### src/trs_pkg.sv
// Package for the TRS model matrix builder: shared types, Q-format constants
// and the CORDIC arctangent table. No dependencies.
package trs_pkg;

   // number of arctangent entries available to the CORDIC lanes
   localparam int unsigned AtanEntries = 24;
   localparam logic signed [32:0] GainQ30 = 33'sd652032874;
   localparam logic signed [32:0] OneQ30 = 33'sd1073741824;
   localparam logic signed [31:0] OneQ16 = 32'sd65536;
   localparam logic [3:0] LastIndex = 4'd15;

   // cosine and sine of one angle, Q2.30
   typedef struct packed {
      logic signed [31:0] cos_v;
      logic signed [31:0] sin_v;
   } cs_type;

   // upper 3x3 rotation part, column-major, Q2.30 with one guard bit
   typedef logic signed [8:0][32:0] rot_type;

   // side payload that travels alongside the rotation pipeline
   typedef struct packed {
      logic signed [31:0] shift_x;
      logic signed [31:0] shift_y;
      logic signed [31:0] shift_z;
      logic signed [31:0] factor_x;
      logic signed [31:0] factor_y;
      logic signed [31:0] factor_z;
   } side_type;

   // arctangent of 2^-i in units of 2^-32 turn
   function automatic logic signed [32:0] atan_turn(input int unsigned idx);
      logic signed [32:0] val;
      unique case (idx)
         0:  val = 33'sd536870912;
         1:  val = 33'sd316933406;
         2:  val = 33'sd167458907;
         3:  val = 33'sd85004756;
         4:  val = 33'sd42667331;
         5:  val = 33'sd21354465;
         6:  val = 33'sd10679838;
         7:  val = 33'sd5340245;
         8:  val = 33'sd2670163;
         9:  val = 33'sd1335087;
         10: val = 33'sd667544;
         11: val = 33'sd333772;
         12: val = 33'sd166886;
         13: val = 33'sd83443;
         14: val = 33'sd41722;
         15: val = 33'sd20861;
         16: val = 33'sd10430;
         17: val = 33'sd5215;
         18: val = 33'sd2608;
         19: val = 33'sd1304;
         20: val = 33'sd652;
         21: val = 33'sd326;
         22: val = 33'sd163;
         23: val = 33'sd81;
         default: val = 33'sd0;
      endcase
      return val;
   endfunction

   // Q2.30 product, round half up
   function automatic logic signed [31:0] mul_q30(input logic signed [31:0] a,
                                                 input logic signed [31:0] b);
      logic signed [63:0] p;
      p = a * b + 64'sd536870912;
      return p[61:30];
   endfunction

endpackage

### src/trs_emit.sv
// Output serialiser: scales one rotation entry per cycle and streams the
// sixteen matrix elements in column-major order. Depends on trs_pkg.
module trs_emit (
   input  logic               clock,
   input  logic               reset,
   input  logic               load,
   input  trs_pkg::rot_type   rot,
   input  trs_pkg::side_type  side,
   output logic               rsp_valid,
   output logic [3:0]         rsp_element_index,
   output logic signed [31:0] rsp_element_value,
   output logic               rsp_last_element
);
   import trs_pkg::*;

   rot_type            rot_ff;
   side_type           side_ff;
   logic               act_ff;
   logic [3:0]         cnt_ff;
   logic               valid_ff;
   logic [3:0]         index_ff;
   logic signed [31:0] value_ff;
   logic signed [32:0] r_sel;
   logic signed [31:0] f_sel;
   logic signed [64:0] prod;
   logic signed [34:0] scaled;
   logic signed [31:0] value_in;

   // hold the item and count through its elements
   always_ff @(posedge clock) begin
      if (reset) begin
         act_ff <= 1'b0;
         cnt_ff <= '0;
      end else if (load) begin
         act_ff <= 1'b1;
         cnt_ff <= '0;
      end else if (act_ff) begin
         act_ff <= (cnt_ff != LastIndex);
         cnt_ff <= cnt_ff + 4'd1;
      end
   end

   always_ff @(posedge clock) begin
      if (load) begin
         rot_ff  <= rot;
         side_ff <= side;
      end
   end

   // select and scale the current element
   always_comb begin
      r_sel = rot_ff[4'(cnt_ff[3:2] * 2'd3 + 4'(cnt_ff[1:0]))];
      unique case (cnt_ff[3:2])
         2'd0:    f_sel = side_ff.factor_x;
         2'd1:    f_sel = side_ff.factor_y;
         default: f_sel = side_ff.factor_z;
      endcase
      prod   = r_sel * f_sel + 65'sd536870912;
      scaled = prod[64:30];
      priority if (cnt_ff == LastIndex)  value_in = OneQ16;
      else if (cnt_ff[1:0] == 2'd3)      value_in = '0;
      else if (cnt_ff[3:2] == 2'd3) begin
         unique case (cnt_ff[1:0])
            2'd0:    value_in = side_ff.shift_x;
            2'd1:    value_in = side_ff.shift_y;
            default: value_in = side_ff.shift_z;
         endcase
      end
      else if (scaled > 35'sd2147483647)  value_in = 32'sh7fffffff;
      else if (scaled < -35'sd2147483648) value_in = 32'sh80000000;
      else                                value_in = scaled[31:0];
   end

   // register the result
   always_ff @(posedge clock) begin
      if (reset) valid_ff <= 1'b0;
      else       valid_ff <= act_ff;
      index_ff <= cnt_ff;
      value_ff <= value_in;
   end

   assign rsp_valid         = valid_ff;
   assign rsp_element_index = index_ff;
   assign rsp_element_value = value_ff;
   assign rsp_last_element  = valid_ff && (index_ff == LastIndex);

endmodule

### config.mk
export PLATFORM = sky130hd
export DESIGN_NAME = trs_emit
export DESIGN_NICKNAME = d
export VERILOG_FILES = /design/src/trs_pkg.sv /design/src/trs_emit.sv
export SDC_FILE = /design/constraint.sdc
export NUM_CORES = 2
export LEC_CHECK = 0
export BUFFER_PORTS_ARGS = -buffer_cell sky130_fd_sc_hd__buf_4
export CAP_MARGIN = 20
export CORE_ASPECT_RATIO = 0.75
export CORE_MARGIN = 4
export CORE_UTILIZATION = 40
export DETAILED_ROUTE_END_ITERATION = 6
export PLACE_DENSITY = 0.55
export SKIP_LAST_GASP = 1
export SYNTH_ARGS = -nofsm -noshare
export SYNTH_HDL_FRONTEND = slang
export SYNTH_SLANG_ARGS = --single-unit
### constraint.sdc
create_clock -name clock -period 11.87 [get_ports clock]
set_input_delay 1.7805 -clock clock [delete_from_list [all_inputs] [get_ports clock]]
set_output_delay 1.7805 -clock clock [all_outputs]
set_load 0.005 [all_outputs]
==> results_dict.tcl <==
set metrics [dict create \
    antenna_found_initial 3 \
    fmax_mhz 87.7 \
    wirelength_um 194000 \
    path_depth 36 \
    clockBufferDepth 3 \
    insertion_delay_ps 650 \
    hold_viol_final 0 \
    seq_area_um2 15500 \
    stdcell_area_um2 64400 \
    num_io_pins 530 \
    layout_common_cells "fa_1 (1110), inv_1 (962), buf_4 (709)" \
    worstPathArrival_ps 11950 \
    critPathMaxFanout 31 \
    synth_area_um2 55600 \
    slowest_stage "fa_2" \
    crit_type "flop to flop" \
    cts_tree "yes" \
    syn_inst 4958 \
    core_um2 138000 \
    hpwl_um 160000 \
    ant_nets 0 \
    holdPathEnd "rsp_element_index[3]" \
    hp-class "flop to flop" \
    drv_slew 0 \
    die_y_um 331 \
    synth.distinct_cells 81 \
    critPathMaxStageDelay_ps 680 \
    drt_iter0_drc 4155 \
    syn_nets 6753 \
    mostFrequentLayoutCell "fa_1" \
    synthMuxAreaShare_pct 3.32 \
    portBuffers 529 \
    fill_cells 12800 \
    gp_congestion 1.00 \
    critical_path.top_delay_family "adder cells" \
    holdCritStartpoint "cnt_ff[3]" \
    max_slew.worst_pin.slew_ps 1190 \
    post_drt_wl_per_cell_um 26.3 \
    reg2reg_slack_ps 460 \
    area_delta_synth_final_pct 16.0 \
    placed_area_um2 62600 \
    dr.pass1.iters 7 \
    ctsRootBufferMaster "clkbuf_16" \
    num_vias 39300 \
    clk_pin_slew_ps 70 \
    groute.usage.overall_pct 27.3 \
    cp.buffers_inverters 10 \
    drc 0 \
    synthXorXnorAreaFrac_pct 0.725 \
    end_kind "flop" \
    worstPathRequired_ps 12420 \
    multiInputGateArea_um2 35600 \
    synth_fa_ha_area_share_pct 44.4 \
    holdBufCountCts 0 \
    synth_top_cell_by_area "fa_1" \
    worstSetupStartpointType "flop" \
    final.setup.tns_ps 0 \
    fin_skew_ps 34.1 \
    grt_pass1_wl_um 287000 \
    synth_edf_count 489 \
    syn_avg_cell_area_um2 11.2 \
    setup_violations 0 \
    start_util_pct 40.3 \
    chipWidth_um 438 \
    grt_max_degree 173 \
    grt_setup_unrepaired "false" \
    slew_headroom_pct 20.7 \
    status "finished clean" \
    viasPerCell 5.32 \
    r2r-end "rsp_element_value[14]" \
    die-area_um2 145000 \
    synth-compound-area-share_pct 6.00 \
    num_rows 118 \
    cp_common_cell "fa_1" \
    period_needed_ps 11410 \
    clock-sinks 531 \
    synth-main-ff-cell "edfxtp_1" \
    whs_path_depth 0 \
    cts_buffers 53 \
    maxCapViolCount 0 \
    synth_top_area_share_pct 40.1 \
    grt.overflow.total 0 \
    synth_simple_gate_area_share_pct 9.36 \
    yosys_register_bits 531 \
    fin_nets 7279 \
    synth-seq-area-share_pct 27.9 \
    period_share_pct 96.1 \
    htreeDepth 2 \
    reg2regPathDepth 36 \
    netlist_top_cells_area "fa_1 (40%), edfxtp_1 (26%), inv_1 (6.5%), ha_1 (4.3%), nand2_1 (4.1%)" \
    synth_top_family_by_area "adder cells" \
    ys_warn_count 0 \
    async_flop_share_pct 0 \
    grt_pass1_vias 41400 \
    r2r_start "cnt_ff[1]" \
    drive_above_1_share_pct 17.7 \
]
-- area by class of cell --
type	instances	share of cell area, %
multi-input cells	3209	55.3
flip-flops and latches	531	24.1
repair buffers	725	8.73
inverters	964	5.62
well taps	1860	3.61
clock buffers	69	2.22
clock inverters	31	0.431
diodes	2	0.00777
-- synthesized netlist by cell type (all sizes together), types with 13 or more instances --
cell,number
fa,1114
o21bai,16
mux4,63
dfxtp,42
and2,20
a22o,48
ha,189
a311oi,31
inv,963
nand2b,13
a22oi,80
nand4,20
mux2,35
nor2,582
edfxtp,489
o21ai,37
clkbuf,226
a21oi,126
nor3,14
nand2,609
xnor2,37
a21o,42
buf,28
-- layer usage --
metal	vias to the layer above	track usage, %	part of all wire (%)
met4	0	5.52	2.3
met1	20300	39.8	43
met2	2203	38.0	41
met3	218	11.5	14
met5	-	0	0
li1	16600	-	-
-- worst register-to-register path: cells and delay by family (launching register included) --
kind                       cells  cell delay [ps]
adders and majority gates     12             5730
AOI/OAI and AO/OA              7             1970
and+or+nand+nor                7             1740
buffers and inverters         10             1500
DFF                            1              380
-- cells by family after synthesis --
group	count (synthesis)
mux	101
simple gates	1307
buf+inv	1218
xor+xnor	46
flops	531
fa+ha+maj	1303
compound gates	452
-- what timing repair did --
| item | 4_1_cts | 5_1_grt |
|---|---|---|
| setup buffers | 0 | 2 |
| endpoints found under the setup margin | 0 | 31 |
| gates resized for setup | 0 | 30 |
-- state kept, by name, summed over array words and instances (netlist names) --
name,flops
act_ff,1
cnt_ff,4
rot_ff,297
rsp_element_index,4
rsp_element_value,32
rsp_valid,1
side_ff,192
-- metrics by stage --
step	utilization, %	cells	hold WS, ps	setup slack, ps
after floorplan	-	4958	355	923
after global placement	45.3	7284	359	319
after detailed placement	45.3	7285	368	107
after CTS	46.6	7385	372	26.9
after global routing	46.7	7390	378	7.56
final	46.7	7391	371	465
-- worst max-delay path by stage --
stage                    from               endpoint  slack, ps
global placement    cnt_ff[3]  rsp_element_value[21]        320
global route        cnt_ff[1]   rsp_element_value[2]          8
detailed placement  cnt_ff[1]  rsp_element_value[27]        110
finish              cnt_ff[1]  rsp_element_value[14]        460
floorplan           cnt_ff[2]  rsp_element_value[21]        920
CTS                 cnt_ff[1]  rsp_element_value[27]         30
Power is not shown: default switching activity piles up to over one toggle a cycle in this logic, so the estimate is an artifact.
