===== src/trs_pkg.sv =====
// Package for the TRS model matrix builder: shared types, Q-format constants
// and the CORDIC arctangent table. No dependencies.
package trs_pkg;

   // number of arctangent entries available to the CORDIC lanes
   localparam int unsigned AtanEntries = 24;
   localparam logic signed [32:0] GainQ30 = 33'sd652032874;
   localparam logic signed [32:0] OneQ30 = 33'sd1073741824;
   localparam logic signed [31:0] OneQ16 = 32'sd65536;
   localparam logic [3:0] LastIndex = 4'd15;

   // cosine and sine of one angle, Q2.30
   typedef struct packed {
      logic signed [31:0] cos_v;
      logic signed [31:0] sin_v;
   } cs_type;

   // upper 3x3 rotation part, column-major, Q2.30 with one guard bit
   typedef logic signed [8:0][32:0] rot_type;

   // side payload that travels alongside the rotation pipeline
   typedef struct packed {
      logic signed [31:0] shift_x;
      logic signed [31:0] shift_y;
      logic signed [31:0] shift_z;
      logic signed [31:0] factor_x;
      logic signed [31:0] factor_y;
      logic signed [31:0] factor_z;
   } side_type;

   // arctangent of 2^-i in units of 2^-32 turn
   function automatic logic signed [32:0] atan_turn(input int unsigned idx);
      logic signed [32:0] val;
      unique case (idx)
         0:  val = 33'sd536870912;
         1:  val = 33'sd316933406;
         2:  val = 33'sd167458907;
         3:  val = 33'sd85004756;
         4:  val = 33'sd42667331;
         5:  val = 33'sd21354465;
         6:  val = 33'sd10679838;
         7:  val = 33'sd5340245;
         8:  val = 33'sd2670163;
         9:  val = 33'sd1335087;
         10: val = 33'sd667544;
         11: val = 33'sd333772;
         12: val = 33'sd166886;
         13: val = 33'sd83443;
         14: val = 33'sd41722;
         15: val = 33'sd20861;
         16: val = 33'sd10430;
         17: val = 33'sd5215;
         18: val = 33'sd2608;
         19: val = 33'sd1304;
         20: val = 33'sd652;
         21: val = 33'sd326;
         22: val = 33'sd163;
         23: val = 33'sd81;
         default: val = 33'sd0;
      endcase
      return val;
   endfunction

   // Q2.30 product, round half up
   function automatic logic signed [31:0] mul_q30(input logic signed [31:0] a,
                                                 input logic signed [31:0] b);
      logic signed [63:0] p;
      p = a * b + 64'sd536870912;
      return p[61:30];
   endfunction

endpackage


===== src/trs_cordic.sv =====
// One CORDIC lane: fully pipelined sine/cosine of a 16-bit turn fraction.
// Depends on trs_pkg.
module trs_cordic #(
   parameter int unsigned STEPS = 16
) (
   input  logic           clock,
   input  logic [15:0]    angle,
   output trs_pkg::cs_type cs
);
   import trs_pkg::*;

   logic signed [32:0] x_ff [0:STEPS];
   logic signed [32:0] y_ff [0:STEPS];
   logic signed [32:0] z_ff [0:STEPS];
   logic [1:0]         q_ff [0:STEPS];
   cs_type             cs_ff;
   logic signed [32:0] c_raw, s_raw;

   // load the residual angle and quadrant
   always_ff @(posedge clock) begin
      x_ff[0] <= GainQ30;
      y_ff[0] <= '0;
      z_ff[0] <= $signed({3'b000, angle[13:0], 16'h0000});
      q_ff[0] <= angle[15:14];
   end

   // one micro-rotation per stage
   for (genvar i = 0; i < STEPS; i++) begin : g_step
      always_ff @(posedge clock) begin
         if (z_ff[i] >= 0) begin
            x_ff[i+1] <= x_ff[i] - (y_ff[i] >>> i);
            y_ff[i+1] <= y_ff[i] + (x_ff[i] >>> i);
            z_ff[i+1] <= z_ff[i] - atan_turn(i);
         end else begin
            x_ff[i+1] <= x_ff[i] + (y_ff[i] >>> i);
            y_ff[i+1] <= y_ff[i] - (x_ff[i] >>> i);
            z_ff[i+1] <= z_ff[i] + atan_turn(i);
         end
         q_ff[i+1] <= q_ff[i];
      end
   end

   // fold in the quadrant
   always_comb begin
      unique case (q_ff[STEPS])
         2'd0: begin c_raw = x_ff[STEPS];  s_raw = y_ff[STEPS];  end
         2'd1: begin c_raw = -y_ff[STEPS]; s_raw = x_ff[STEPS];  end
         2'd2: begin c_raw = -x_ff[STEPS]; s_raw = -y_ff[STEPS]; end
         default: begin c_raw = y_ff[STEPS]; s_raw = -x_ff[STEPS]; end
      endcase
   end

   // clamp to the unit range and register
   always_ff @(posedge clock) begin
      cs_ff.cos_v <= (c_raw > OneQ30) ? OneQ30[31:0] :
                     (c_raw < -OneQ30) ? -OneQ30[31:0] : c_raw[31:0];
      cs_ff.sin_v <= (s_raw > OneQ30) ? OneQ30[31:0] :
                     (s_raw < -OneQ30) ? -OneQ30[31:0] : s_raw[31:0];
   end

   assign cs = cs_ff;

endmodule


===== config.mk =====
export PLATFORM = sky130hd
export DESIGN_NAME = trs_cordic
export DESIGN_NICKNAME = d
export VERILOG_FILES = /design/src/trs_pkg.sv /design/src/trs_cordic.sv
export SDC_FILE = /design/constraint.sdc
export NUM_CORES = 2
export LEC_CHECK = 0
export BUFFER_PORTS_ARGS = -buffer_cell sky130_fd_sc_hd__buf_2
export CORE_AREA = 5 5 463 510
export DETAILED_ROUTE_END_ITERATION = 12
export DIE_AREA = 0 0 468 515
export GPL_TIMING_DRIVEN = 0
export PLACE_DENSITY = 0.66
export REMOVE_ABC_BUFFERS = 1
export SLEW_MARGIN = 5
export SYNTH_ARGS = -nofsm -noshare
export SYNTH_HDL_FRONTEND = slang
export SYNTH_SLANG_ARGS = --single-unit
export TNS_END_PERCENT = 100

===== constraint.sdc =====
create_clock -name clock -period 7.1 [get_ports clock]
set_input_delay 0.71 -clock clock [delete_from_list [all_inputs] [get_ports clock]]
set_output_delay 0.71 -clock clock [all_outputs]
set_load 0.01 [all_outputs]

==> impl_metrics.toml <==
[logic_synthesis]
fraction_of_synthesis_flops_using_an_asynchronous_set_or_reset_pin_pct = 0
synthMuxAreaShare_pct = 0.362
synth_warnings = 0
syn_area_sq_mm = 0.103
post-synth-top-count-cell = "sky130_fd_sc_hd__dfxtp_1"
synth-adder-area-share_pct = 16.3
sequential_area_share_after_synthesis_pct = 28.2
synthCells = 12041
synth_cell_types = 95
yosys.area_share.xor_xnor_pct = 14.6
post-synth-top-area-cell = "sky130_fd_sc_hd__dfxtp_1"
synth_top_area_share_pct = 28.2
synth-main-ff-cell = "sky130_fd_sc_hd__dfxtp_1"
post_synth_most_frequent_cells = "sky130_fd_sc_hd__dfxtp_1, sky130_fd_sc_hd__ha_1, sky130_fd_sc_hd__xnor2_1"
synthTopCellsByArea = "sky130_fd_sc_hd__dfxtp_1, sky130_fd_sc_hd__ha_1, sky130_fd_sc_hd__xnor2_1"
post_synth_and_or_nand_nor_area_fraction_pct = 15.0
synth-compound-area-share_pct = 23.2
synth-edff-count = 0
syn_area_per_cell_sq_um = 8.56
synth_top_family_by_area = "compound AO/OA/AOI/OAI gates"
yosys_register_bits = 1452

[clocking]
clock_tree_sinks = 1452
tritoncts = "done"
cts-htree-levels = 4
cts_root_buffer = "sky130_fd_sc_hd__clkbuf_16"
insertion_delay_ps = 860
clock_path_buffers = 3
clkSlewWorstSetupHoldPaths_ps = 60
cts-resized-gates = 0
cts_made_buffers = 165

[timing]
period_minus_slack_ps = 5600
finalHoldViolCount = 0
fin_hold_ws_ps = 324
final_min_period_over_clock_period_pct = 78.8
fmax_ghz = 0.179
clock_skew_ps = 65.9
tightest_slew_ps = 1350
timing.max_slew.rel_slack_pct = 10.0
drv_slew = 0
unrepaired_setup_endpoints_after_global_routing = "no"
setup_violations = 0
postLayoutSetupSlackWorst_ps = 1500

[final_layout]
post_route_cells_drive_above_1_share_pct = 4.66
finish.cell_count_without_fillers = 15353
fin_nets = 13463
area.growth.synth_to_final_pct = 9.80
postLayoutCoreUtil_pct = 49.1

[grt]
use_met3_pct = 2.55
gr_layer_usage_met1_pct = 25.8
antenna_found_initial = 2
grt_pass1_vias = 84265
grt.met2_usage_pct = 39.9
globalRouteOverflowTotal = 0
pin_count_of_the_biggest_net_entering_global_routing = 83
gr-max-usage-layer = "met2"
track_usage_pct = 21.9
grt_first_pass_wirelength_mm = 438

[place]
detailed_place_hpwl_mm = 219
dp_slack_ps = 1490
placed_cells = 15028
globalplace.congestion = 0.941
portBuffers = 80

[floorplan]
die_x_um = 468
floorplan.die_area_sq_mm = 0.241
rows = 185
initial_utilization_pct = 44.7
floorplan.die.height_um = 515
top_level_ports = 81
fp.coreArea_sq_mm = 0.230

[route]
drc_errors = 0
drt_pass1_iterations = 6
route.detailed.vias_per_inst = 5.68
antenna_left = 0
drt_wl_total_mm = 273
vias = 87235
avg_wl_per_cell_um = 17.8
drt_iter0_drc = 5304

[critical_path]
crit_path_start_kind = "flop"
worst_setup_end_kind = "flop"
rrSetupSlack_ps = 1500
setup.worst_path.class = "flop to flop"
crit_path_max_fanout = 7
critPathArrivalTime_ps = 6290
cp.required_ps = 7790

[flow_run]
cap_violations = 0

[worst_hold_path]
hold_path.class = "flop to flop"

[outcome]
outcome = "completed"
## through the flow
step / area (sq um) / TNS [ps]
2_1_floorplan: 102000 / 0
3_5_place_dp: 107000 / 0
4_1_cts: 113000 / 0
5_1_grt: 113000 / 0
3_3_place_gp: 107000 / -23750
6_report: 113000 / 0
## timing repair
| action | 4_1_cts | 5_1_grt |
|---|---|---|
| endpoints found under the hold margin | 16 | 0 |
| buffers inserted | 0 | 0 |
| hold buffers | 16 | 0 |
## cell families after synthesis
family	Yosys count
buffers and inverters	655
DFF	1452
adders and majority gates	1320
AOI/OAI and AO/OA	3663
xor gates and xnor gates	1716
and+or+nand+nor	3198
muxes	37
## path summary, 6_finish.rpt
kind                              startpoint      endpoint  depth (start not counted)
worst min-delay path             q_ff[1][14]    q_ff[2][0]                          0
worst max register to register  x_ff[13][16]  y_ff[14][30]                         15
worst min register to register   q_ff[1][14]    q_ff[2][0]                          0
worst max-delay path            x_ff[13][16]  y_ff[14][30]                         15
## critical path, stage by stage, from the launching register on
cell,delay [ps]
sky130_fd_sc_hd__dfxtp_1,380
sky130_fd_sc_hd__nor3_1,260
sky130_fd_sc_hd__nand3_1,130
sky130_fd_sc_hd__or2_2,310
sky130_fd_sc_hd__or3_1,400
sky130_fd_sc_hd__or4_1,480
sky130_fd_sc_hd__o31ai_1,940
sky130_fd_sc_hd__xnor2_1,150
sky130_fd_sc_hd__ha_1,400
sky130_fd_sc_hd__nand4_1,170
sky130_fd_sc_hd__a21oi_1,60
sky130_fd_sc_hd__a211oi_1,510
sky130_fd_sc_hd__a211oi_1,220
sky130_fd_sc_hd__o21a_1,250
sky130_fd_sc_hd__a2111oi_1,630
sky130_fd_sc_hd__xnor2_1,180
## cell type report
cell class	instances	area (sq um)
fill	21730	117000
multi-input combinational	9934	71500
sequential	1452	29100
clock buffer	224	4710
tap	3085	3860
inverter	462	1740
clock inverter	84	1350
timing repair buffer	111	873
antenna	1	2.50
## flip-flops by register name, indices dropped and copies added, names as in the netlist
name	count
y_ff	461
z_ff	430
q_ff	34
x_ff	463
cs	64
## layout by cell type (no fill, tap or decap), types with 422 or more instances in the layout
cell type and count:
sky130_fd_sc_hd__inv_1 456, sky130_fd_sc_hd__a21oi_1 945, sky130_fd_sc_hd__a21o_1 422, sky130_fd_sc_hd__xor2_1 595, sky130_fd_sc_hd__ha_1 1285, sky130_fd_sc_hd__xnor2_1 1118, sky130_fd_sc_hd__nand2_1 759, sky130_fd_sc_hd__dfxtp_1 1436
sky130_fd_sc_hd__nor2_1 960, sky130_fd_sc_hd__o21ai_0 788
## layer usage
layer  up-vias  share of wire, %
met5         -                 0
met4         0               4.6
met3       555               4.0
met2      2010                49
met1     40736                42
li1      43934                 -
Power is left out: the tool's default activity adds up to more than one toggle a clock period on the data nets, which glitch-free logic cannot reach.
